`src/rtl/core/owb_pkg.sv`:
```
`default_nettype none
// ---------------------------------------------------------------------------
// owb_pkg
// Types, codes and constants shared by the 1-Wire bus master files.
// ---------------------------------------------------------------------------
package owb_pkg;

    localparam int unsigned TIME_W = 10;
    localparam int unsigned CFG_IDX_W = 3;

    typedef enum logic [3:0] {
        PH_IDLE       = 4'd0,
        PH_RST_LOW    = 4'd1,
        PH_RST_WAIT   = 4'd2,
        PH_RST_FINISH = 4'd3,
        PH_W_LOW      = 4'd4,
        PH_W_HIGH     = 4'd5,
        PH_R_LOW      = 4'd6,
        PH_R_WAIT     = 4'd7,
        PH_R_RECOVER  = 4'd8
    } owb_phase_t;

    typedef enum logic [1:0] {
        ACT_RESET = 2'd0,
        ACT_WRITE = 2'd1,
        ACT_READ  = 2'd2,
        ACT_ROM   = 2'd3
    } owb_action_t;

    typedef enum logic [CFG_IDX_W-1:0] {
        CFG_RESET_LOW       = 3'd0,
        CFG_PRESENCE_WAIT   = 3'd1,
        CFG_PRESENCE_FINISH = 3'd2,
        CFG_SHORT_LOW       = 3'd3,
        CFG_SLOT            = 3'd4,
        CFG_READ_SAMPLE     = 3'd5,
        CFG_READ_RECOVER    = 3'd6
    } owb_cfg_idx_t;

    localparam logic [TIME_W-1:0] RST_RESET_LOW       = 10'd500;
    localparam logic [TIME_W-1:0] RST_PRESENCE_WAIT   = 10'd100;
    localparam logic [TIME_W-1:0] RST_PRESENCE_FINISH = 10'd150;
    localparam logic [TIME_W-1:0] RST_SHORT_LOW       = 10'd8;
    localparam logic [TIME_W-1:0] RST_SLOT            = 10'd100;
    localparam logic [TIME_W-1:0] RST_READ_SAMPLE     = 10'd20;
    localparam logic [TIME_W-1:0] RST_READ_RECOVER    = 10'd60;

    localparam logic [7:0] ROM_CMD = 8'h33;
    localparam logic [2:0] LAST_BIT = 3'd7;

    typedef struct packed {
        logic [TIME_W-1:0] reset_low_time;
        logic [TIME_W-1:0] presence_wait_time;
        logic [TIME_W-1:0] presence_finish_time;
        logic [TIME_W-1:0] short_low_time;
        logic [TIME_W-1:0] slot_time;
        logic [TIME_W-1:0] read_sample_time;
        logic [TIME_W-1:0] read_recover_time;
    } owb_cfg_t;

    typedef struct packed {
        logic        command_valid;
        owb_action_t action;
        logic [7:0]  write_value;
        logic        line_level;
    } owb_item_t;

    typedef struct packed {
        logic       drive_low;
        logic       busy_res;
        logic       done_res;
        logic       presence;
        logic [7:0] read_value;
        logic       byte_valid;
        logic       byte_last;
    } owb_res_t;

endpackage
`default_nettype wire

```
`src/rtl/core/owb_req_if.sv`:
```
`default_nettype none
// ---------------------------------------------------------------------------
// owb_req_if
// Tick request channel: command fields and sampled line level.
// ---------------------------------------------------------------------------
interface owb_req_if;
    logic       valid;
    logic       ready;
    logic       command_valid;
    logic [1:0] action;
    logic [7:0] write_value;
    logic       line_level;

    modport source (output valid, command_valid, action, write_value, line_level,
                    input ready);
    modport sink (input valid, command_valid, action, write_value, line_level,
                  output ready);
endinterface
`default_nettype wire

```
`src/rtl/core/owb_rsp_if.sv`:
```
`default_nettype none
// ---------------------------------------------------------------------------
// owb_rsp_if
// Tick result channel: bus drive, status flags and read byte.
// ---------------------------------------------------------------------------
interface owb_rsp_if;
    logic       valid;
    logic       ready;
    logic       drive_low;
    logic       busy_res;
    logic       done_res;
    logic       presence;
    logic [7:0] read_value;
    logic       byte_valid;
    logic       byte_last;

    modport source (output valid, drive_low, busy_res, done_res, presence,
                    read_value, byte_valid, byte_last, input ready);
    modport sink (input valid, drive_low, busy_res, done_res, presence,
                  read_value, byte_valid, byte_last, output ready);
endinterface
`default_nettype wire

```
`src/rtl/core/owb_cfg_if.sv`:
```
`default_nettype none
// ---------------------------------------------------------------------------
// owb_cfg_if
// Configuration write channel: register index and write data.
// ---------------------------------------------------------------------------
interface owb_cfg_if;
    logic       valid;
    logic       ready;
    logic [2:0] index;
    logic [9:0] data;

    modport source (output valid, index, data, input ready);
    modport sink (input valid, index, data, output ready);
endinterface
`default_nettype wire

```
`src/rtl/core/owb_cfg_regs.sv`:
```
`default_nettype none
// ---------------------------------------------------------------------------
// owb_cfg_regs
// Slot timing register file, written through the configuration channel.
// ---------------------------------------------------------------------------
module owb_cfg_regs (
    input  logic              clk,
    input  logic              rst_n,
    owb_cfg_if.sink           cfg,
    output owb_pkg::owb_cfg_t regs
);
    import owb_pkg::*;

    owb_cfg_t regs_reg;
    owb_cfg_t regs_next;

    assign cfg.ready = 1'b1;
    assign regs      = regs_reg;

    always_comb
    begin
        regs_next = regs_reg;
        if (cfg.valid)
        begin
            case (owb_cfg_idx_t'(cfg.index))
                CFG_RESET_LOW:       regs_next.reset_low_time       = cfg.data;
                CFG_PRESENCE_WAIT:   regs_next.presence_wait_time   = cfg.data;
                CFG_PRESENCE_FINISH: regs_next.presence_finish_time = cfg.data;
                CFG_SHORT_LOW:       regs_next.short_low_time       = cfg.data;
                CFG_SLOT:            regs_next.slot_time            = cfg.data;
                CFG_READ_SAMPLE:     regs_next.read_sample_time     = cfg.data;
                CFG_READ_RECOVER:    regs_next.read_recover_time    = cfg.data;
                default:             regs_next = regs_reg;
            endcase
        end
    end

    always_ff @(posedge clk or negedge rst_n)
    begin
        if (!rst_n)
        begin
            regs_reg.reset_low_time       <= RST_RESET_LOW;
            regs_reg.presence_wait_time   <= RST_PRESENCE_WAIT;
            regs_reg.presence_finish_time <= RST_PRESENCE_FINISH;
            regs_reg.short_low_time       <= RST_SHORT_LOW;
            regs_reg.slot_time            <= RST_SLOT;
            regs_reg.read_sample_time     <= RST_READ_SAMPLE;
            regs_reg.read_recover_time    <= RST_READ_RECOVER;
        end
        else
        begin
            regs_reg <= regs_next;
        end
    end

endmodule
`default_nettype wire

```
`src/rtl/core/owb_step.sv`:
```
`default_nettype none
// ---------------------------------------------------------------------------
// owb_step
// Bus sequencer: phase state, tick counter, bit shifter and ROM stepping,
// advanced by one tick on every accepted request.
// ---------------------------------------------------------------------------
module owb_step #(
    parameter int ROM_BYTES = 8
) (
    input  logic               clk,
    input  logic               rst_n,
    input  logic               accept,
    input  owb_pkg::owb_item_t item,
    input  owb_pkg::owb_cfg_t  regs,
    output owb_pkg::owb_res_t  result
);
    import owb_pkg::*;

    localparam logic [3:0] ROM_COUNT = 4'(ROM_BYTES);

    owb_phase_t        phase_reg,    phase_next;
    logic [TIME_W-1:0] tick_reg,     tick_next;
    logic [2:0]        bit_reg,      bit_next;
    logic [7:0]        shift_reg,    shift_next;
    logic [2:0]        rom_idx_reg,  rom_idx_next;
    logic [1:0]        rom_step_reg, rom_step_next;
    logic              pres_reg,     pres_next;
    owb_action_t       act_reg,      act_next;

    owb_phase_t        cur_phase;
    logic [TIME_W-1:0] cur_tick;
    logic [2:0]        cur_bit;
    logic [7:0]        cur_shift;
    logic [2:0]        cur_rom_idx;
    logic [1:0]        cur_rom_step;
    owb_action_t       cur_act;

    logic [TIME_W-1:0] dur_raw;
    logic [TIME_W-1:0] dur;
    logic [TIME_W:0]   tick_inc;
    logic              phase_end;
    logic              last_bit;
    logic              last_rom;
    logic              rom_go;
    logic              is_rom;
    logic [7:0]        read_shift;

    // command entry on an idle tick
    always_comb
    begin
        cur_phase    = phase_reg;
        cur_tick     = tick_reg;
        cur_bit      = bit_reg;
        cur_shift    = shift_reg;
        cur_rom_idx  = rom_idx_reg;
        cur_rom_step = rom_step_reg;
        cur_act      = act_reg;
        if (phase_reg == PH_IDLE && item.command_valid)
        begin
            cur_act      = item.action;
            cur_rom_step = 2'd0;
            cur_rom_idx  = 3'd0;
            cur_tick     = '0;
            case (item.action)
                ACT_WRITE:
                begin
                    cur_shift = item.write_value;
                    cur_bit   = 3'd0;
                    cur_phase = PH_W_LOW;
                end
                ACT_READ:
                begin
                    cur_shift = 8'd0;
                    cur_bit   = 3'd0;
                    cur_phase = PH_R_LOW;
                end
                default:
                begin
                    cur_phase = PH_RST_LOW;
                end
            endcase
        end
    end

    always_comb
    begin
        case (cur_phase)
            PH_RST_LOW:    dur_raw = regs.reset_low_time;
            PH_RST_WAIT:   dur_raw = regs.presence_wait_time;
            PH_RST_FINISH: dur_raw = regs.presence_finish_time;
            PH_W_LOW:      dur_raw = cur_shift[0] ? regs.short_low_time : regs.slot_time;
            PH_W_HIGH:     dur_raw = cur_shift[0] ? regs.slot_time : TIME_W'(1);
            PH_R_LOW:      dur_raw = regs.short_low_time;
            PH_R_WAIT:     dur_raw = regs.read_sample_time;
            default:       dur_raw = regs.read_recover_time;
        endcase
    end

    assign dur        = (dur_raw == '0) ? TIME_W'(1) : dur_raw;
    assign tick_inc   = {1'b0, cur_tick} + (TIME_W+1)'(1);
    assign phase_end  = (cur_phase != PH_IDLE) && (tick_inc >= {1'b0, dur});
    assign last_bit   = (cur_bit == LAST_BIT);
    assign is_rom     = (cur_act == ACT_ROM);
    assign last_rom   = (({1'b0, cur_rom_idx} + 4'd1) >= ROM_COUNT);
    assign rom_go     = is_rom && (cur_rom_step == 2'd0) && pres_reg;
    assign read_shift = {item.line_level, cur_shift[7:1]};

    // next state
    always_comb
    begin
        phase_next    = cur_phase;
        tick_next     = cur_tick;
        bit_next      = cur_bit;
        shift_next    = cur_shift;
        rom_idx_next  = cur_rom_idx;
        rom_step_next = cur_rom_step;
        pres_next     = pres_reg;
        act_next      = cur_act;
        if (cur_phase != PH_IDLE)
        begin
            if (!phase_end)
            begin
                tick_next = tick_inc[TIME_W-1:0];
            end
            else
            begin
                tick_next = '0;
                case (cur_phase)
                    PH_RST_LOW:
                    begin
                        phase_next = PH_RST_WAIT;
                    end
                    PH_RST_WAIT:
                    begin
                        pres_next  = !item.line_level;
                        phase_next = PH_RST_FINISH;
                    end
                    PH_RST_FINISH:
                    begin
                        if (rom_go)
                        begin
                            rom_step_next = 2'd1;
                            shift_next    = ROM_CMD;
                            bit_next      = 3'd0;
                            phase_next    = PH_W_LOW;
                        end
                        else
                        begin
                            phase_next = PH_IDLE;
                        end
                    end
                    PH_W_LOW:
                    begin
                        phase_next = PH_W_HIGH;
                    end
                    PH_W_HIGH:
                    begin
                        shift_next = {1'b0, cur_shift[7:1]};
                        if (last_bit)
                        begin
                            if (is_rom)
                            begin
                                rom_step_next = 2'd2;
                                rom_idx_next  = 3'd0;
                                shift_next    = 8'd0;
                                bit_next      = 3'd0;
                                phase_next    = PH_R_LOW;
                            end
                            else
                            begin
                                phase_next = PH_IDLE;
                            end
                        end
                        else
                        begin
                            bit_next   = cur_bit + 3'd1;
                            phase_next = PH_W_LOW;
                        end
                    end
                    PH_R_LOW:
                    begin
                        phase_next = PH_R_WAIT;
                    end
                    PH_R_WAIT:
                    begin
                        shift_next = read_shift;
                        phase_next = PH_R_RECOVER;
                    end
                    PH_R_RECOVER:
                    begin
                        if (last_bit)
                        begin
                            if (is_rom)
                            begin
                                if (last_rom)
                                begin
                                    rom_step_next = 2'd3;
                                    phase_next    = PH_RST_LOW;
                                end
                                else
                                begin
                                    rom_idx_next = cur_rom_idx + 3'd1;
                                    shift_next   = 8'd0;
                                    bit_next     = 3'd0;
                                    phase_next   = PH_R_LOW;
                                end
                            end
                            else
                            begin
                                phase_next = PH_IDLE;
                            end
                        end
                        else
                        begin
                            bit_next   = cur_bit + 3'd1;
                            phase_next = PH_R_LOW;
                        end
                    end
                    default:
                    begin
                        phase_next = PH_IDLE;
                    end
                endcase
            end
        end
    end

    // outputs
    always_comb
    begin
        result            = '0;
        result.busy_res   = (cur_phase != PH_IDLE);
        result.drive_low  = (cur_phase == PH_RST_LOW) || (cur_phase == PH_W_LOW)
                         || (cur_phase == PH_R_LOW);
        result.presence   = pres_next;
        if (phase_end)
        begin
            case (cur_phase)
                PH_RST_FINISH:
                begin
                    result.done_res = !rom_go;
                end
                PH_W_HIGH, PH_R_RECOVER:
                begin
                    result.done_res = last_bit && !is_rom;
                end
                PH_R_WAIT:
                begin
                    if (last_bit)
                    begin
                        result.byte_valid = 1'b1;
                        result.read_value = read_shift;
                        result.byte_last  = !is_rom || last_rom;
                    end
                end
                default:
                begin
                    result.done_res = 1'b0;
                end
            endcase
        end
    end

    always_ff @(posedge clk or negedge rst_n)
    begin
        if (!rst_n)
        begin
            phase_reg    <= PH_IDLE;
            tick_reg     <= '0;
            bit_reg      <= '0;
            shift_reg    <= '0;
            rom_idx_reg  <= '0;
            rom_step_reg <= '0;
            pres_reg     <= 1'b0;
            act_reg      <= ACT_RESET;
        end
        else if (accept)
        begin
            phase_reg    <= phase_next;
            tick_reg     <= tick_next;
            bit_reg      <= bit_next;
            shift_reg    <= shift_next;
            rom_idx_reg  <= rom_idx_next;
            rom_step_reg <= rom_step_next;
            pres_reg     <= pres_next;
            act_reg      <= act_next;
        end
    end

`ifndef SYNTHESIS
    a_done_busy: assert property (@(posedge clk) disable iff (!rst_n)
        result.done_res |-> result.busy_res)
        else $error("done without busy");
    a_byte_busy: assert property (@(posedge clk) disable iff (!rst_n)
        result.byte_valid |-> (result.busy_res && !result.drive_low))
        else $error("read byte outside a released read phase");
    a_idle_hold: assert property (@(posedge clk) disable iff (!rst_n)
        (accept && phase_reg == PH_IDLE && !item.command_valid) |=> phase_reg == PH_IDLE)
        else $error("left idle without a command");
    a_done_idle: assert property (@(posedge clk) disable iff (!rst_n)
        (accept && result.done_res) |=> phase_reg == PH_IDLE)
        else $error("not idle after done");
`endif

endmodule
`default_nettype wire

```
`src/rtl/core/owb_out_queue.sv`:
```
`default_nettype none
// ---------------------------------------------------------------------------
// owb_out_queue
// Two-entry result buffer between the sequencer and the result channel.
// ---------------------------------------------------------------------------
module owb_out_queue (
    input  logic              clk,
    input  logic              rst_n,
    input  logic              push,
    input  owb_pkg::owb_res_t push_data,
    output logic              push_ready,
    owb_rsp_if.source         rsp
);
    import owb_pkg::*;

    logic     valid0_reg, valid0_next;
    logic     valid1_reg, valid1_next;
    owb_res_t data0_reg,  data0_next;
    owb_res_t data1_reg,  data1_next;
    logic     pop;

    assign push_ready = !valid1_reg;
    assign pop        = valid0_reg && rsp.ready;

    assign rsp.valid      = valid0_reg;
    assign rsp.drive_low  = data0_reg.drive_low;
    assign rsp.busy_res   = data0_reg.busy_res;
    assign rsp.done_res   = data0_reg.done_res;
    assign rsp.presence   = data0_reg.presence;
    assign rsp.read_value = data0_reg.read_value;
    assign rsp.byte_valid = data0_reg.byte_valid;
    assign rsp.byte_last  = data0_reg.byte_last;

    always_comb
    begin
        valid0_next = valid0_reg;
        valid1_next = valid1_reg;
        data0_next  = data0_reg;
        data1_next  = data1_reg;
        if (pop)
        begin
            valid0_next = valid1_reg;
            valid1_next = 1'b0;
            data0_next  = data1_reg;
        end
        if (push)
        begin
            if (!valid0_next)
            begin
                valid0_next = 1'b1;
                data0_next  = push_data;
            end
            else
            begin
                valid1_next = 1'b1;
                data1_next  = push_data;
            end
        end
    end

    always_ff @(posedge clk or negedge rst_n)
    begin
        if (!rst_n)
        begin
            valid0_reg <= 1'b0;
            valid1_reg <= 1'b0;
        end
        else
        begin
            valid0_reg <= valid0_next;
            valid1_reg <= valid1_next;
        end
    end

    always_ff @(posedge clk)
    begin
        data0_reg <= data0_next;
        data1_reg <= data1_next;
    end

`ifndef SYNTHESIS
    a_order: assert property (@(posedge clk) disable iff (!rst_n)
        valid1_reg |-> valid0_reg)
        else $error("second entry held without a head entry");
    a_no_overflow: assert property (@(posedge clk) disable iff (!rst_n)
        (valid1_reg && !pop) |=> valid1_reg && $stable(data1_reg))
        else $error("second entry lost while stalled");
    a_push_lands: assert property (@(posedge clk) disable iff (!rst_n)
        (push && !valid0_reg) |=> (valid0_reg && data0_reg == $past(push_data)))
        else $error("request result not loaded into empty buffer");
`endif

endmodule
`default_nettype wire

```
`src/rtl/core/one_wire_bus_master.sv`:
```
`default_nettype none
// ---------------------------------------------------------------------------
// one_wire_bus_master
// 1-Wire bus master stepped by one tick per accepted request: reset with
// presence detect, byte write, byte read and read ROM, with timing registers.
// ---------------------------------------------------------------------------
// The result is registered in the result buffer; while that buffer has room,
// throughput is one request per clock; the sequencer state advances in one pass.
// A two-entry result buffer keeps req ready while one result waits on rsp.
// Reset: rst_n clears the sequencer to idle, empties the result buffer and
// loads the timing registers with their defaults; no clearing pass follows.
// ---------------------------------------------------------------------------
module one_wire_bus_master #(
    parameter int ROM_BYTES = 8
) (
    input  logic      clk,
    input  logic      rst_n,
    owb_req_if.sink   req,
    owb_rsp_if.source rsp,
    owb_cfg_if.sink   cfg
);
    import owb_pkg::*;

    owb_cfg_t  regs;
    owb_item_t item;
    owb_res_t  result;
    logic      accept;
    logic      push_ready;

    assign item.command_valid = req.command_valid;
    assign item.action        = owb_action_t'(req.action);
    assign item.write_value   = req.write_value;
    assign item.line_level    = req.line_level;

    assign req.ready = push_ready;
    assign accept    = req.valid && push_ready;

    owb_cfg_regs u_cfg_regs (
        .clk   (clk),
        .rst_n (rst_n),
        .cfg   (cfg),
        .regs  (regs)
    );

    owb_step #(
        .ROM_BYTES (ROM_BYTES)
    ) u_step (
        .clk    (clk),
        .rst_n  (rst_n),
        .accept (accept),
        .item   (item),
        .regs   (regs),
        .result (result)
    );

    owb_out_queue u_out_queue (
        .clk        (clk),
        .rst_n      (rst_n),
        .push       (accept),
        .push_data  (result),
        .push_ready (push_ready),
        .rsp        (rsp)
    );

endmodule
`default_nettype wire

```
`src/flat_wrapper.sv`:
```
// flat-port wrapper written by rule: the top's interface ports become plain ports
module one_wire_bus_master_flat import owb_pkg::*;
#(
    parameter int ROM_BYTES = 8
)
  (clk, rst_n, req_valid, req_command_valid, req_action, req_write_value, req_line_level, req_ready, rsp_valid, rsp_drive_low, rsp_busy_res, rsp_done_res, rsp_presence, rsp_read_value, rsp_byte_valid, rsp_byte_last, rsp_ready, cfg_valid, cfg_index, cfg_data, cfg_ready);
  owb_req_if req_i ();
  owb_rsp_if rsp_i ();
  owb_cfg_if cfg_i ();
  input  logic clk;
  input  logic rst_n;
  input wire logic [$bits(req_i.valid)-1:0] req_valid;
  input wire logic [$bits(req_i.command_valid)-1:0] req_command_valid;
  input wire logic [$bits(req_i.action)-1:0] req_action;
  input wire logic [$bits(req_i.write_value)-1:0] req_write_value;
  input wire logic [$bits(req_i.line_level)-1:0] req_line_level;
  output wire logic [$bits(req_i.ready)-1:0] req_ready;
  output wire logic [$bits(rsp_i.valid)-1:0] rsp_valid;
  output wire logic [$bits(rsp_i.drive_low)-1:0] rsp_drive_low;
  output wire logic [$bits(rsp_i.busy_res)-1:0] rsp_busy_res;
  output wire logic [$bits(rsp_i.done_res)-1:0] rsp_done_res;
  output wire logic [$bits(rsp_i.presence)-1:0] rsp_presence;
  output wire logic [$bits(rsp_i.read_value)-1:0] rsp_read_value;
  output wire logic [$bits(rsp_i.byte_valid)-1:0] rsp_byte_valid;
  output wire logic [$bits(rsp_i.byte_last)-1:0] rsp_byte_last;
  input wire logic [$bits(rsp_i.ready)-1:0] rsp_ready;
  input wire logic [$bits(cfg_i.valid)-1:0] cfg_valid;
  input wire logic [$bits(cfg_i.index)-1:0] cfg_index;
  input wire logic [$bits(cfg_i.data)-1:0] cfg_data;
  output wire logic [$bits(cfg_i.ready)-1:0] cfg_ready;
  assign req_i.valid = req_valid;
  assign req_i.command_valid = req_command_valid;
  assign req_i.action = req_action;
  assign req_i.write_value = req_write_value;
  assign req_i.line_level = req_line_level;
  assign req_ready = req_i.ready;
  assign rsp_valid = rsp_i.valid;
  assign rsp_drive_low = rsp_i.drive_low;
  assign rsp_busy_res = rsp_i.busy_res;
  assign rsp_done_res = rsp_i.done_res;
  assign rsp_presence = rsp_i.presence;
  assign rsp_read_value = rsp_i.read_value;
  assign rsp_byte_valid = rsp_i.byte_valid;
  assign rsp_byte_last = rsp_i.byte_last;
  assign rsp_i.ready = rsp_ready;
  assign cfg_i.valid = cfg_valid;
  assign cfg_i.index = cfg_index;
  assign cfg_i.data = cfg_data;
  assign cfg_ready = cfg_i.ready;
  one_wire_bus_master #(.ROM_BYTES(ROM_BYTES)) u_core (.clk(clk), .rst_n(rst_n), .req(req_i), .rsp(rsp_i), .cfg(cfg_i));
endmodule
```
`config.mk`:
```
export PLATFORM = sky130hd
export DESIGN_NAME = one_wire_bus_master_flat
export DESIGN_NICKNAME = d
export VERILOG_FILES = /design/src/rtl/core/owb_pkg.sv /design/src/rtl/core/owb_req_if.sv /design/src/rtl/core/owb_rsp_if.sv /design/src/rtl/core/owb_cfg_if.sv /design/src/rtl/core/owb_cfg_regs.sv /design/src/rtl/core/owb_step.sv /design/src/rtl/core/owb_out_queue.sv /design/src/rtl/core/one_wire_bus_master.sv /design/src/flat_wrapper.sv
export SDC_FILE = /design/constraint.sdc
export NUM_CORES = 1
export LEC_CHECK = 0
export ABC_CLOCK_PERIOD_IN_PS = 12370
export BUFFER_PORTS_ARGS = -buffer_cell sky130_fd_sc_hd__buf_4
export CORE_MARGIN = 2
export CORE_UTILIZATION = 50
export DETAILED_ROUTE_END_ITERATION = 6
export PLACE_DENSITY = 0.78
export SKIP_LAST_GASP = 1
export SLEW_MARGIN = 25
export SYNTH_ARGS = -nofsm -noshare
export SYNTH_HDL_FRONTEND = slang
export SYNTH_SLANG_ARGS = --single-unit
```
`constraint.sdc`:
```
create_clock -name clk -period 12.37 [get_ports clk]
set_clock_uncertainty 0.05 [all_clocks]
set_input_delay 1.237 -clock clk [delete_from_list [all_inputs] [get_ports clk]]
set_output_delay 1.237 -clock clk [all_outputs]
set_load 0.01 [all_outputs]
```
Word level (Yosys, flattened, before mapping)
Cells that the tools add are included.
Word-level totals
  bits in registers: 133
  word-level logic and storage cells: 160
  output and inout bits: 17
  input bits: 30
Operators by class
  reductions and logical operators: 29
  $lt $le $gt $ge: 2
  muxes and demuxes: 76
  equality and inequality tests: 18
  add/sub/neg operators: 4
Operators with widths (number)
  2-to-1 mux 10 bit: 9
  one-hot mux 10 bit (7 select lines): 1
  2-to-1 mux 3 bit: 21
  2-to-1 mux 8 bit: 7
  2-to-1 mux 14 bit: 3
  one-hot mux 4 bit (8 select lines): 1
  one-hot mux 8 bit (4 select lines): 1
  2-to-1 mux 4 bit: 6
  2-to-1 mux 2 bit: 10
  equality test 4 x 3 -> 1 bit, second input constant: 4
  one-hot mux 8 bit (2 select lines): 1
  AND reduction 2 bit: 8
  2-to-1 mux 7 bit: 2
  equality test 3 bit, second input constant: 4
  one-hot mux 3 bit (2 select lines): 2
  adder 10 x 1 -> 11 bit, second input constant: 1
  >= comparator 11 x 10 -> 1 bit: 1
  logical NOT 10 bit: 1
  2-to-1 mux 1 bit: 9
  one-hot mux 3 bit (3 select lines): 1
  equality test 4 x 2 -> 1 bit, second input constant: 2
  logical AND 1 bit: 7
  adder 3 x 1 -> 3 bit, second input constant: 2
  equality test 3 x 2 -> 1 bit, second input constant: 2
  16 further kinds: 23

Longest topological paths before layout
Gate-level depths: netlist of run 1.
  depth after elaboration: 13
  mapped depth: 22
  gate-level depth less buffers: 19

By module
Synthesis of run 1 repeated with hierarchy kept, for this count alone.
Second synthesis, totals
  cell total of the unflattened synthesis: 679
  area total of the unflattened synthesis: 7475.9 um2
By module, submodules not included
  owb_step: cells an instance 451, sequential area each 825.8 um2, area each 3417.0 um2, times used 1
  owb_cfg_regs: cells an instance 156, sequential area each 1780.5 um2, area each 2827.7 um2, times used 1
  owb_out_queue: cells an instance 71, sequential area each 750.7 um2, area each 1224.9 um2, times used 1
  one_wire_bus_master: cells an instance 1, sequential area each 0.0 um2, area each 6.3 um2, times used 1

Worst setup path before layout of run 1
No wires, ideal clock.
  path kind: in2reg
  from: input req_action[0]
  to: register u_core.u_step.shift_reg[0]
  stages: 22
  library setup time: 0.087 ns
  setup slack: 6.789 ns
  path buffers: 3
  required time: 12.233 ns
  arrival time: 5.444 ns
  path through: inv_1 ha_1 nor3b_4 and2_1 buf_6 mux2i_4 mux2i_2 a221o_1 nor4_2 nor2_1 o31ai_2 ha_1 nand2b_1 a21o_1 a21o_1 a21o_1 a211oi_1 o31a_1 buf_2 buf_2 o21ai_0 a22oi_1
Between the ends
  word-level cells in the longest chain between the ends: 11
  elaborated cells between the ends (all ways): 39
  those cells by class: 1 x order compare; 12 x eq/ne; 20 x mux; 6 x reduce/logical
RTL lines
  start: declaration: RTL line flat_wrapper.sv:14  | input wire logic [$bits(req_i.action)-1:0] req_action;
  equality test 2 bit / equality test 2 x 1 -> 1 bit (equally long branches): RTL line owb_step.sv:64  | case (item.action)
  one-hot mux 3 bit (2 select lines) / one-hot mux 8 bit (2 select lines) (equally long branches): RTL line owb_step.sv:64
  2-to-1 mux 4 bit / 2-to-1 mux 8 bit (equally long branches): RTL line owb_step.sv:58  | if (phase_reg == PH_IDLE && item.command_valid)
  equality test 4 x 3 -> 1 bit, or another cell as far along: RTL line owb_step.sv:87, owb_step.sv:128
  one-hot mux 10 bit (7 select lines): RTL line owb_step.sv:87  | case (cur_phase)
  logical NOT 10 bit: RTL line owb_step.sv:99  | assign dur = (dur_raw == '0) ? TIME_W'(1) : dur_raw;
  2-to-1 mux 10 bit: RTL line owb_step.sv:99
  >= comparator 11 x 10 -> 1 bit: RTL line owb_step.sv:101  | assign phase_end = (cur_phase != PH_IDLE) && (tick_inc >= {1'b0, dur});
  logical AND 1 bit: RTL line owb_step.sv:101
  2-to-1 mux 8 bit: RTL line owb_step.sv:121  | if (!phase_end)
  2-to-1 mux 8 bit *: RTL line owb_step.sv:119  | if (cur_phase != PH_IDLE)
  end signal: assignment: RTL line owb_step.sv:282  | shift_reg <= shift_next;
  end: declaration: RTL line owb_step.sv:24  | logic [7:0] shift_reg, shift_next;
Every way passes the cells marked *; elsewhere a longest branch is shown, timed or not.
A chain may end at the register's enable or synchronous reset.

Worst setup path in the final report of run 1
  from: input req_action[0]
  to: register u_core.u_step.phase_reg[3]
Between the ends
  word-level cells in the longest chain between the ends: 11
  elaborated cells between the ends (all ways): 30
  those cells by class: 1 x order compare; 11 x eq/ne; 14 x mux; 4 x reduce/logical
RTL lines
  equality test 2 bit / equality test 2 x 1 -> 1 bit (equally long branches): RTL line owb_step.sv:64
  one-hot mux 3 bit (2 select lines) / one-hot mux 8 bit (2 select lines) (equally long branches): RTL line owb_step.sv:64
  2-to-1 mux 4 bit / 2-to-1 mux 8 bit (equally long branches): RTL line owb_step.sv:58
  equality test 4 x 3 -> 1 bit, or another cell as far along: RTL line owb_step.sv:87, owb_step.sv:128
  one-hot mux 10 bit (7 select lines): RTL line owb_step.sv:87
  logical NOT 10 bit: RTL line owb_step.sv:99
  2-to-1 mux 10 bit: RTL line owb_step.sv:99
  >= comparator 11 x 10 -> 1 bit: RTL line owb_step.sv:101
  logical AND 1 bit: RTL line owb_step.sv:101
  2-to-1 mux 4 bit: RTL line owb_step.sv:121
  2-to-1 mux 4 bit *: RTL line owb_step.sv:119
  end signal: assignment: RTL line owb_step.sv:279  | phase_reg <= phase_next;
  end: declaration: RTL line owb_step.sv:21  | owb_phase_t phase_reg, phase_next;
Marks and branches as above.

==> impl_metrics.json, run 1 <==
{
  "fin_util_pct": 58.4,
  "cts_root_buf": "clkbuf_16",
  "top_level_ports": 47,
  "cts_tree": "built",
  "worst_slew_pin_slew_ps": 992,
  "drc": 0,
  "grt_usage_pct": 24.4,
  "vias": 5552,
  "initial_core_util_pct": 51.1,
  "synthToLayoutAreaGrowth_pct": 14.4,
  "r2r_start": "u_core.u_step.phase_reg[2]$_DFFE_PN0P_",
  "max_cap_viol_count": 0,
  "drt_iter0_drc": 436,
  "synth-edff-count": 14,
  "ctsHoldBuffers": 0,
  "startpoint": "req_action[0]",
  "postSynthAreaPerCell_um2": 10.6,
  "slowest_stage": "o31a_1",
  "path_cells": "buf_4 > inv_1 > ha_1 > nor3b_4 > and2_1 > mux2_2 > o22ai_1 > a221o_1 > nor4_2 > nor2_1 > o31ai_2 > ha_1 > nand2b_1 > a21o_1 > a21o_1 > a21o_1 > a211oi_1 > o31a_1 > nor2_1 > mux2_2",
  "cts_setup_buffers": 0,
  "hp-start": "u_core.u_step.act_reg[1]$_DFFE_PN0P_",
  "wl_um": 17500,
  "finalNetCount": 751,
  "antenna_cells": 0,
  "tns_ps": 0,
  "cpPeakStageDelay_ps": 790,
  "yosysWarnings": 0,
  "grt_max_degree": 57,
  "critPathMaxFanout": 23,
  "syn_area_um2": 7060,
  "worstPathArrival_ps": 6610,
  "final-hold-violation-count": 0,
  "synth_seq_area_share_pct": 47.6,
  "crit_path_frequent_cell": "a21o_1",
  "io_buffers": 45,
  "antenna_found_initial": 0,
  "die_x_um": 123,
  "rows": 43,
  "rsz0062_at_grt": "false",
  "cts_buffer_depth": 2,
  "endpoint_kind": "register",
  "ys.flop_type": "dfrtp_1",
  "mostFrequentLayoutCell": "dfrtp_1",
  "synth_fp_nets": 714,
  "startpoint_type": "input port",
  "dr.pass1.iters": 5,
  "post_cts_resized": 0,
  "synth_cell_types": 71,
  "clock_sinks": 133,
  "mostFrequentLayoutCells": "dfrtp_1 (82), mux2_2 (78), nand2_1 (68), buf_4 (55), nor2_1 (44)",
  "dieArea_um2": 15100,
  "worstHoldPathType": "reg -> reg",
  "core_um2": 13800,
  "power.density_nw_per_um2": 238,
  "status": "finished, final reports clean",
  "finalCritPeriodShare_pct": 51.3,
  "htree_levels": 4,
  "dp_hpwl_um": 12300,
  "place.gp.congestion": 0.938,
  "grt-ovfl-total": 0,
  "clk_pin_slew_worst_paths_ps": 60,
  "postSynth.asyncResetShare_pct": 78.9,
  "slew_viol_final": 0,
  "drive_above_1_share_pct": 27.8,
  "critPathKind": "in -> reg",
  "grt_pass1_vias": 5548,
  "ir_worst_vdd_mv": 0.149,
  "final-setup-viol-count": 0,
  "die_y_um": 123,
  "largest_reg_flops": 70,
  "grt_pass1_wl_um": 28300,
  "post-place-cells": 865,
  "ys_ff_latch": 133,
  "worstPathRequired_ps": 12630,
  "cellLeakagePower_nw": 3.41,
  "relSlewSlack_pct": 33.7,
  "wl_per_cell_um": 19.6,
  "fin_cells": 897,
  "viasPerCell": 6.19,
  "finalHoldWorstSlack_ps": 442,
  "synth_cells": 667,
  "insertion_delay_ps": 430,
  "numCtsBuffers": 17,
  "drt.antenna.violating_nets": 0,
  "fmax_mhz": 157,
  "period_minus_slack_ps": 6350
}
[stage by stage]
stage | power, mW | instance area, µm² | setup slack, ps
after floorplan | 1.20 | 7060 | 6790
after global placement | 1.41 | 7530 | 5870
after detailed placement | 1.45 | 7530 | 5660
after CTS | 1.93 | 8080 | 6100
after global routing | 2.05 | 8080 | 5650
final | 1.92 | 8080 | 6020
[path summary, 6_finish.rpt]
| kind | slack [ps] | depth (start not counted) | to |
|---|---|---|---|
| min in group asynchronous | 770 | 1 | u_core.u_cfg_regs.regs[58]$_DFFE_PN0P_ |
| worst max register to register | 6570 | 17 | u_core.u_step.phase_reg[3]$_DFFE_PN0P_ |
| worst min register to register | 440 | 2 | u_core.u_step.act_reg[1]$_DFFE_PN0P_ |
| max in group asynchronous | 10330 | 2 | u_core.u_step.shift_reg[3]$_DFFE_PN0P_ |
| worst min-delay path | 440 | 2 | u_core.u_step.act_reg[1]$_DFFE_PN0P_ |
| worst max-delay path | 6020 | 20 | u_core.u_step.phase_reg[3]$_DFFE_PN0P_ |
[layout make-up]
cell class / count / area, µm²
Clock buffer: 20 / 447
Clock inverter: 12 / 105
Fill cell: 1118 / 5750
Inverter: 15 / 56.3
Multi-Input combinational cell: 482 / 3470
Sequential cell: 133 / 3360
Tap cell: 180 / 225
Timing Repair Buffer: 55 / 413
[Yosys cell counts (all sizes together) (3+ instances only)]
master  number  area [µm²]
a22o         5        43.8
a22oi       16         120
buf         13        85.1
dfxtp       14         280
a221o        9        90.1
nand4b       3        26.3
a21o         6        45.0
nor3b        5        48.8
nand3       15        75.1
ha          17         213
xor2         3        26.3
nor2        45         171
nand4        7        43.8
dfstp       23         604
and3        10        62.6
o21ai       44         220
nor3         9        61.3
nand2b       3        18.8
a21oi       25         125
or3          7        43.8
mux2i       10         120
mux2        78         878
o31a         3        26.3
and2        10        62.6
nand2       68         255
a221oi       3        26.3
o31ai       10        80.1
o41ai       10        95.1
edfxtp      14         420
o221ai       6        52.6
a211oi       5        37.5
o21a         6        45.0
o22ai        9        56.3
clkbuf      24        91.3
dfrtp       82        2050
inv         15        56.3
a31oi        4        25.0
xnor2        5        43.8
[cells by family (layout without fill, tap and decap cells)]
| kind of cell | after synthesis | count (layout) | synth area share (%) |
|---|---|---|---|
| AND/OR/NAND/NOR | 190 | 190 | 13.2 |
| AO/OA/AOI/OAI | 178 | 178 | 17.7 |
| flip-flops | 133 | 133 | 47.6 |
| multiplexers | 88 | 88 | 14.1 |
| buffers and inverters | 52 | 102 | 3.30 |
| adder cells (fa/ha/maj) | 17 | 17 | 3.01 |
| XOR/XNOR | 8 | 8 | 0.993 |
| other | 1 | 1 | 0.0531 |
[layer usage]
metal | GRT usage (%) | wire length, µm | vias up
li1 | - | - | 2577
met1 | 30.6 | 7290 | 2756
met2 | 40.8 | 8960 | 189
met3 | 4.41 | 923 | 30
met4 | 11.4 | 371 | 0
met5 | 0 | 0 | -
[power breakdown]
part           leakage, nW  switching [mW]  internal, mW
Clock                0.266           0.192         0.281
Sequential            1.49          0.0903         0.568
Combinational         1.66           0.462         0.332
Total                 3.41           0.744          1.18
[critical path: cells and delay by family]
family	cells	cell delay, ps
AO/OA/AOI/OAI	8	2680
adder cells (fa/ha/maj)	2	650
buffers and inverters	2	150
multiplexers	2	730
AND/OR/NAND/NOR	6	1180
(Power assumes the default switching activity.)
==> run 2, diff against run 1 <==
--- a/config.mk
+++ b/config.mk
@@ -5,12 +5,13 @@
 export SDC_FILE = /design/constraint.sdc
 export NUM_CORES = 1
 export LEC_CHECK = 0
-export ABC_CLOCK_PERIOD_IN_PS = 12370
+export ABC_AREA = 1
+export ABC_CLOCK_PERIOD_IN_PS = 5160
 export BUFFER_PORTS_ARGS = -buffer_cell sky130_fd_sc_hd__buf_4
 export CORE_MARGIN = 2
 export CORE_UTILIZATION = 50
 export DETAILED_ROUTE_END_ITERATION = 6
-export PLACE_DENSITY = 0.78
+export PLACE_DENSITY = 0.8
 export SKIP_LAST_GASP = 1
 export SLEW_MARGIN = 25
 export SYNTH_ARGS = -nofsm -noshare
==> constraint.sdc (replaced) <==
create_clock -name clk -period 5.16 [get_ports clk]
set_clock_uncertainty 0.05 [all_clocks]
set_input_delay 0.516 -clock clk [delete_from_list [all_inputs] [get_ports clk]]
set_output_delay 0.516 -clock clk [all_outputs]
set_load 0.01 [all_outputs]
==> run 2 against run 1 <==
Sequential share of layout area is 4.6 points lower. Wire length is 18% higher. Clock-buffer cell count is 3 lower. Critical path type is now reg -> reg. Critical endpoint is now u_core.u_out_queue.data1_reg[10]$_DFFE_PP_. Largest power group is now sequential cells.
==> impl_metrics.json, run 2 <==
{
  "status": "finished, final reports clean",
  "syn_area_um2": 8060,
  "synth.most_common_cell": "nand2_1",
  "path_cells": "nor2_4 > nand3_2 > nand2_1 > nand2_1 > nor2_1 > nand2_1 > nor2_1 > nor2_1 > nand2_1 > nor2_1 > ha_1 > a21oi_1 > o21a_1 > nand2_1 > nand2_1 > nand3_1 > nand2_1 > nand3b_4 > nand2_2 > inv_2 > nand3_1 > nand2_1",
  "power.density_nw_per_um2": 298,
  "core_um2": 15800,
  "synth_area_leader_cell": "dfrtp_1",
  "postSynthAreaPerCell_um2": 6.95,
  "drc": 0,
  "dr.pass1.iters": 5,
  "max_cap_viol_count": 0,
  "grt_max_degree": 63,
  "worstPathArrival_ps": 4410,
  "mostFrequentLayoutCell": "nand2_1",
  "worstHoldPathType": "in -> async",
  "place.gp.congestion": 0.965,
  "ctsHoldBuffers": 0,
  "crit_path_frequent_cell": "nand2_1",
  "cts_tree": "built",
  "worstPathRequired_ps": 5260,
  "synth.top_cells.by_area": "dfrtp_1 (25%), nand2_1 (20%), dfstp_2 (7.5%)",
  "synth-edff-count": 14,
  "finalHoldWorstSlack_ps": 144,
  "insertion_delay_ps": 430,
  "worst_slew_pin_slew_ps": 959,
  "clock_sinks": 133,
  "slew_viol_final": 0,
  "drt.antenna.violating_nets": 0,
  "synthToLayoutAreaGrowth_pct": 12.6,
  "rsz0062_at_grt": "false",
  "yosys-top-cells-count": "nand2_1 (426), inv_1 (110), nor2_1 (108), o21ai_0 (103), nand3_1 (95)",
  "antenna_cells": 0,
  "grt_usage_pct": 26.1,
  "grt_pass1_vias": 7145,
  "yosys.area.top_type_share_pct": 25.5,
  "drive_above_1_share_pct": 12.9,
  "crit_buf_inv": 1,
  "vias": 7646,
  "grt_pass1_wl_um": 35300,
  "finalCritPeriodShare_pct": 83.5,
  "cpLargestDelayFamily": "simple AND/OR/NAND/NOR gates",
  "ir_worst_vdd_mv": 0.216,
  "slowest_stage": "dfrtp_1",
  "cts_root_buf": "clkbuf_16",
  "endpoint_kind": "register",
  "htree_levels": 4,
  "ys.flop_type": "dfrtp_1",
  "mostFrequentLayoutCells": "nand2_1 (426), inv_1 (110), nor2_1 (107), o21ai_0 (103), nand3_1 (95)",
  "post_cts_resized": 0,
  "synth_cells": 1160,
  "critPathMaxFanout": 13,
  "final-setup-viol-count": 0,
  "ys_ff_latch": 133,
  "postSynth.asyncResetShare_pct": 78.9,
  "synth_seq_area_share_pct": 41.6,
  "fillers": 1461,
  "dieArea_um2": 17200,
  "startpoint_type": "register",
  "fmax_mhz": 232,
  "drt_iter0_drc": 729,
  "largest_reg_flops": 70,
  "fin_area_um2": 9080,
  "cpPeakStageDelay_ps": 420,
  "final-hold-violation-count": 0,
  "cts_setup_buffers": 0,
  "numCtsBuffers": 17,
  "dpl_cell_area_um2": 8500,
  "tns_ps": 0,
  "wl_per_cell_um": 14.7,
  "finalNetCount": 1232,
  "initial_core_util_pct": 50.9,
  "io_buffers": 45,
  "top_level_ports": 47,
  "relSlewSlack_pct": 35.9,
  "die_x_um": 131,
  "die_y_um": 131,
  "wl_um": 20700,
  "critPathKind": "reg -> reg",
  "antenna_found_initial": 0,
  "dp_hpwl_um": 14600,
  "yosysWarnings": 0,
  "grt-ovfl-total": 0,
  "viasPerCell": 5.41,
  "cts_buffer_depth": 2,
  "synth_fp_nets": 1207,
  "rows": 46,
  "cellLeakagePower_nw": 4.60,
  "synth_cell_types": 42,
  "period_minus_slack_ps": 4310,
  "clk_pin_slew_worst_paths_ps": 60
}
-- run 2: changes by cell type after synthesis, moves of 10 or more --
cell and change:
a22oi_1 -16, a31oi_1 +10, and3_1 -10, inv_1 +95, mux2_2 -78, nand2_1 +358
nand2_2 +13, nand3_1 +80, nor2_1 +64, o21ai_0 +60
-- run 2: path summary, 6_finish.rpt --
path / start / endpoint / slack (ps) / cells past startpoint
worst max-delay path: u_core.u_step.phase_reg[2]$_DFFE_PN0P_ / u_core.u_out_queue.data1_reg[10]$_DFFE_PP_ / 850 / 22
worst min-delay path: rst_n / u_core.u_step.shift_reg[2]$_DFFE_PN0P_ / 140 / 1
worst max register to register: u_core.u_step.phase_reg[2]$_DFFE_PN0P_ / u_core.u_out_queue.data1_reg[10]$_DFFE_PP_ / 850 / 22
worst min register to register: u_core.u_step.bit_reg[1]$_DFFE_PN0P_ / u_core.u_step.bit_reg[1]$_DFFE_PN0P_ / 430 / 2
max in group asynchronous: rst_n / u_core.u_cfg_regs.regs[3]$_DFFE_PN1P_ / 3820 / 2
min in group clk: req_line_level / u_core.u_out_queue.rsp.read_value[7]$_DFF_P_ / 320 / 3
-- run 2: cell type report --
type	instances	area, µm²	area share (%)
Clock inverter	15	153	1.68
Timing Repair Buffer	51	383	4.22
Inverter	120	450	4.96
Tap cell	216	270	2.98
Sequential cell	133	3360	37.0
Multi-Input combinational cell	862	4040	44.5
Clock buffer	17	425	4.69
-- run 2: cells by family (layout without fill, tap and decap cells) --
kind of cell / after synthesis / in the layout / share of synthesized area [%]
compound gates: 160 / 160 / 10.8
simple gates: 678 / 678 / 35.9
fa+ha+maj: 17 / 17 / 2.64
other cells: 1 / 1 / 0.0465
flops: 133 / 133 / 41.6
buf+inv: 165 / 203 / 8.27
xor+xnor: 6 / 6 / 0.652
-- run 2: report_power, final --
| group | switching, mW | internal, mW |
|---|---|---|
| sequential | 0.0732 | 1.18 |
| clock | 0.481 | 0.712 |
| combinational | 0.161 | 0.0961 |
| total | 0.715 | 1.99 |
-- run 2: stage by stage --
stage	utilization [%]	setup WS (ps)	total power [mW]	std cells
finish	57.4	852	2.71	1414
global route	57.4	387	2.83	1414
CTS	57.4	967	2.72	1414
detailed placement	53.7	576	1.52	1382
global placement	53.7	667	1.51	1382
floorplan	-	1590	1.42	1160
-- run 2: layer usage --
metal	track usage, %	share of wire [%]	vias to the layer above
li1	-	-	3756
met1	35.6	45	3509
met2	41.6	45	329
met3	5.05	6.9	52
met4	9.51	2.4	0
met5	0	0	-
==> run 3, diff against run 2 <==
--- a/config.mk
+++ b/config.mk
@@ -6,12 +6,12 @@
 export NUM_CORES = 1
 export LEC_CHECK = 0
 export ABC_AREA = 1
-export ABC_CLOCK_PERIOD_IN_PS = 5160
+export ABC_CLOCK_PERIOD_IN_PS = 4390
 export BUFFER_PORTS_ARGS = -buffer_cell sky130_fd_sc_hd__buf_4
 export CORE_MARGIN = 2
 export CORE_UTILIZATION = 50
 export DETAILED_ROUTE_END_ITERATION = 6
-export PLACE_DENSITY = 0.8
+export PLACE_DENSITY = 0.77
 export SKIP_LAST_GASP = 1
 export SLEW_MARGIN = 25
 export SYNTH_ARGS = -nofsm -noshare
==> constraint.sdc (replaced) <==
create_clock -name clk -period 4.39 [get_ports clk]
set_clock_uncertainty 0.05 [all_clocks]
set_input_delay 0.439 -clock clk [delete_from_list [all_inputs] [get_ports clk]]
set_output_delay 0.439 -clock clk [all_outputs]
set_load 0.01 [all_outputs]
==> run 3 against run 2 <==
The flow now finishes with violations (negative hold slack). Wire length is 2.5% higher. Die area stayed put. Flip-flop and latch count stayed put. Setup slack worse by 610 ps. Hold slack worse by 160 ps. Core utilization is 0.59 points higher. First-iteration DRC count is 3.8% higher. Combinational power is 18% higher. Critical path type unchanged. Largest power group unchanged. Highest routed layer unchanged.
==> impl_metrics.json, run 3 (synthesized netlist as in run 2, its figures left out) <==
{
  "status": "complete, but fails checks",
  "violations": "negative hold slack",
  "drt_iter0_drc": 757,
  "grt-ovfl-total": 0,
  "crit_path_frequent_cell": "nand2_1",
  "cts_setup_buffers": 0,
  "post_cts_resized": 0,
  "final-hold-violation-count": 8,
  "fin_area_um2": 9170,
  "ir_worst_vdd_mv": 0.339,
  "slowest_stage": "dfrtp_1",
  "cts_buffer_depth": 2,
  "cpLargestDelayFamily": "simple AND/OR/NAND/NOR gates",
  "die_y_um": 131,
  "viasPerCell": 5.36,
  "worstPathArrival_ps": 4290,
  "mostFrequentLayoutCell": "nand2_1",
  "final-setup-viol-count": 0,
  "clk_pin_slew_worst_paths_ps": 60,
  "worst_slew_pin_slew_ps": 787,
  "initial_core_util_pct": 50.9,
  "relSlewSlack_pct": 47.0,
  "synthToLayoutAreaGrowth_pct": 13.8,
  "dpl_cell_area_um2": 8560,
  "seq_area_um2": 3360,
  "grt_pass1_vias": 7052,
  "fmax_mhz": 241,
  "wl_um": 21300,
  "critPathMaxFanout": 15,
  "vias": 7634,
  "worstHoldPathType": "in -> async",
  "power.density_nw_per_um2": 348,
  "grt_pass1_wl_um": 35300,
  "drc": 0,
  "core_um2": 15800,
  "finalHoldWorstSlack_ps": -13.9,
  "rows": 46,
  "cts_tree": "built",
  "multiInputGateArea_um2": 4040,
  "grt_max_degree": 82,
  "htree_levels": 4,
  "io_buffers": 45,
  "startpoint_type": "register",
  "period_minus_slack_ps": 4150,
  "dr.pass1.iters": 5,
  "finalCritPeriodShare_pct": 94.5,
  "finalNetCount": 1242,
  "endpoint_kind": "register",
  "ctsHoldBuffers": 0,
  "max_cap_viol_count": 0,
  "drive_above_1_share_pct": 13.8,
  "mostFrequentLayoutCells": "nand2_1 (426), inv_1 (110), nor2_1 (107), o21ai_0 (103), nand3_1 (95)",
  "wl_per_cell_um": 14.9,
  "slew_viol_final": 0,
  "crit_buf_inv": 2,
  "worstPathRequired_ps": 4530,
  "place.gp.congestion": 0.917,
  "clock_sinks": 133,
  "largest_reg_flops": 70,
  "antenna_found_initial": 0,
  "grt_usage_pct": 26.3,
  "cts_root_buf": "clkbuf_16",
  "reg2reg_slack_ps": 240,
  "dp_hpwl_um": 14900,
  "cellLeakagePower_nw": 4.66,
  "fin_cells": 1424,
  "numCtsBuffers": 17,
  "antenna_cells": 0,
  "insertion_delay_ps": 440,
  "finalPower_mw": 3.19,
  "fin_util_pct": 57.9,
  "top_level_ports": 47,
  "drt.antenna.violating_nets": 0,
  "dieArea_um2": 17200,
  "post-place-cells": 1390,
  "cpPeakStageDelay_ps": 420,
  "critPathKind": "reg -> reg",
  "die_x_um": 131,
  "fillers": 1459
}
run 3: cell type report:
class,instances,area share [%]
clock buffer,18,4.79
clock inverter,14,1.54
inverter,120,4.91
multi-input combinational,862,44.0
sequential,133,36.6
tap,216,2.95
timing repair buffer,61,5.17
run 3: power breakdown:
part | internal (mW) | switching (mW) | leakage (nW)
Combinational | 0.115 | 0.188 | 2.86
Clock | 0.810 | 0.601 | 0.286
Sequential | 1.39 | 0.0890 | 1.51
run 3: final timing paths:
kind,start,end,depth (start not counted)
max,u_core.u_step.phase_reg[2]$_DFFE_PN0P_,u_core.u_out_queue.data1_reg[7]$_DFFE_PP_,28
min,rst_n,u_core.u_cfg_regs.regs[32]$_DFFE_PN0P_,1
max reg2reg,u_core.u_step.phase_reg[2]$_DFFE_PN0P_,u_core.u_out_queue.data1_reg[7]$_DFFE_PP_,28
min reg2reg,u_core.u_step.bit_reg[0]$_DFFE_PN0P_,u_core.u_step.bit_reg[0]$_DFFE_PN0P_,2
max in group asynchronous,rst_n,u_core.u_cfg_regs.regs[26]$_DFFE_PN1P_,2
min in group clk,req_line_level,u_core.u_step.shift_reg[7]$_DFFE_PN0P_,3
run 3: through the flow:
stage          setup WS [ps]  setup TNS, ps
2_1_floorplan            901              0
3_3_place_gp             262              0
3_5_place_dp             180              0
4_1_cts                  345              0
5_1_grt                -35.5          -97.0
6_report                 239              0
run 3: routing by layer:
layer	vias to the layer above	global-route usage [%]	part of all wire, %
li1	3764	-	-
met1	3562	36.4	45
met2	275	42.2	46
met3	33	4.64	7.0
met4	0	8.39	1.7
met5	-	0	0
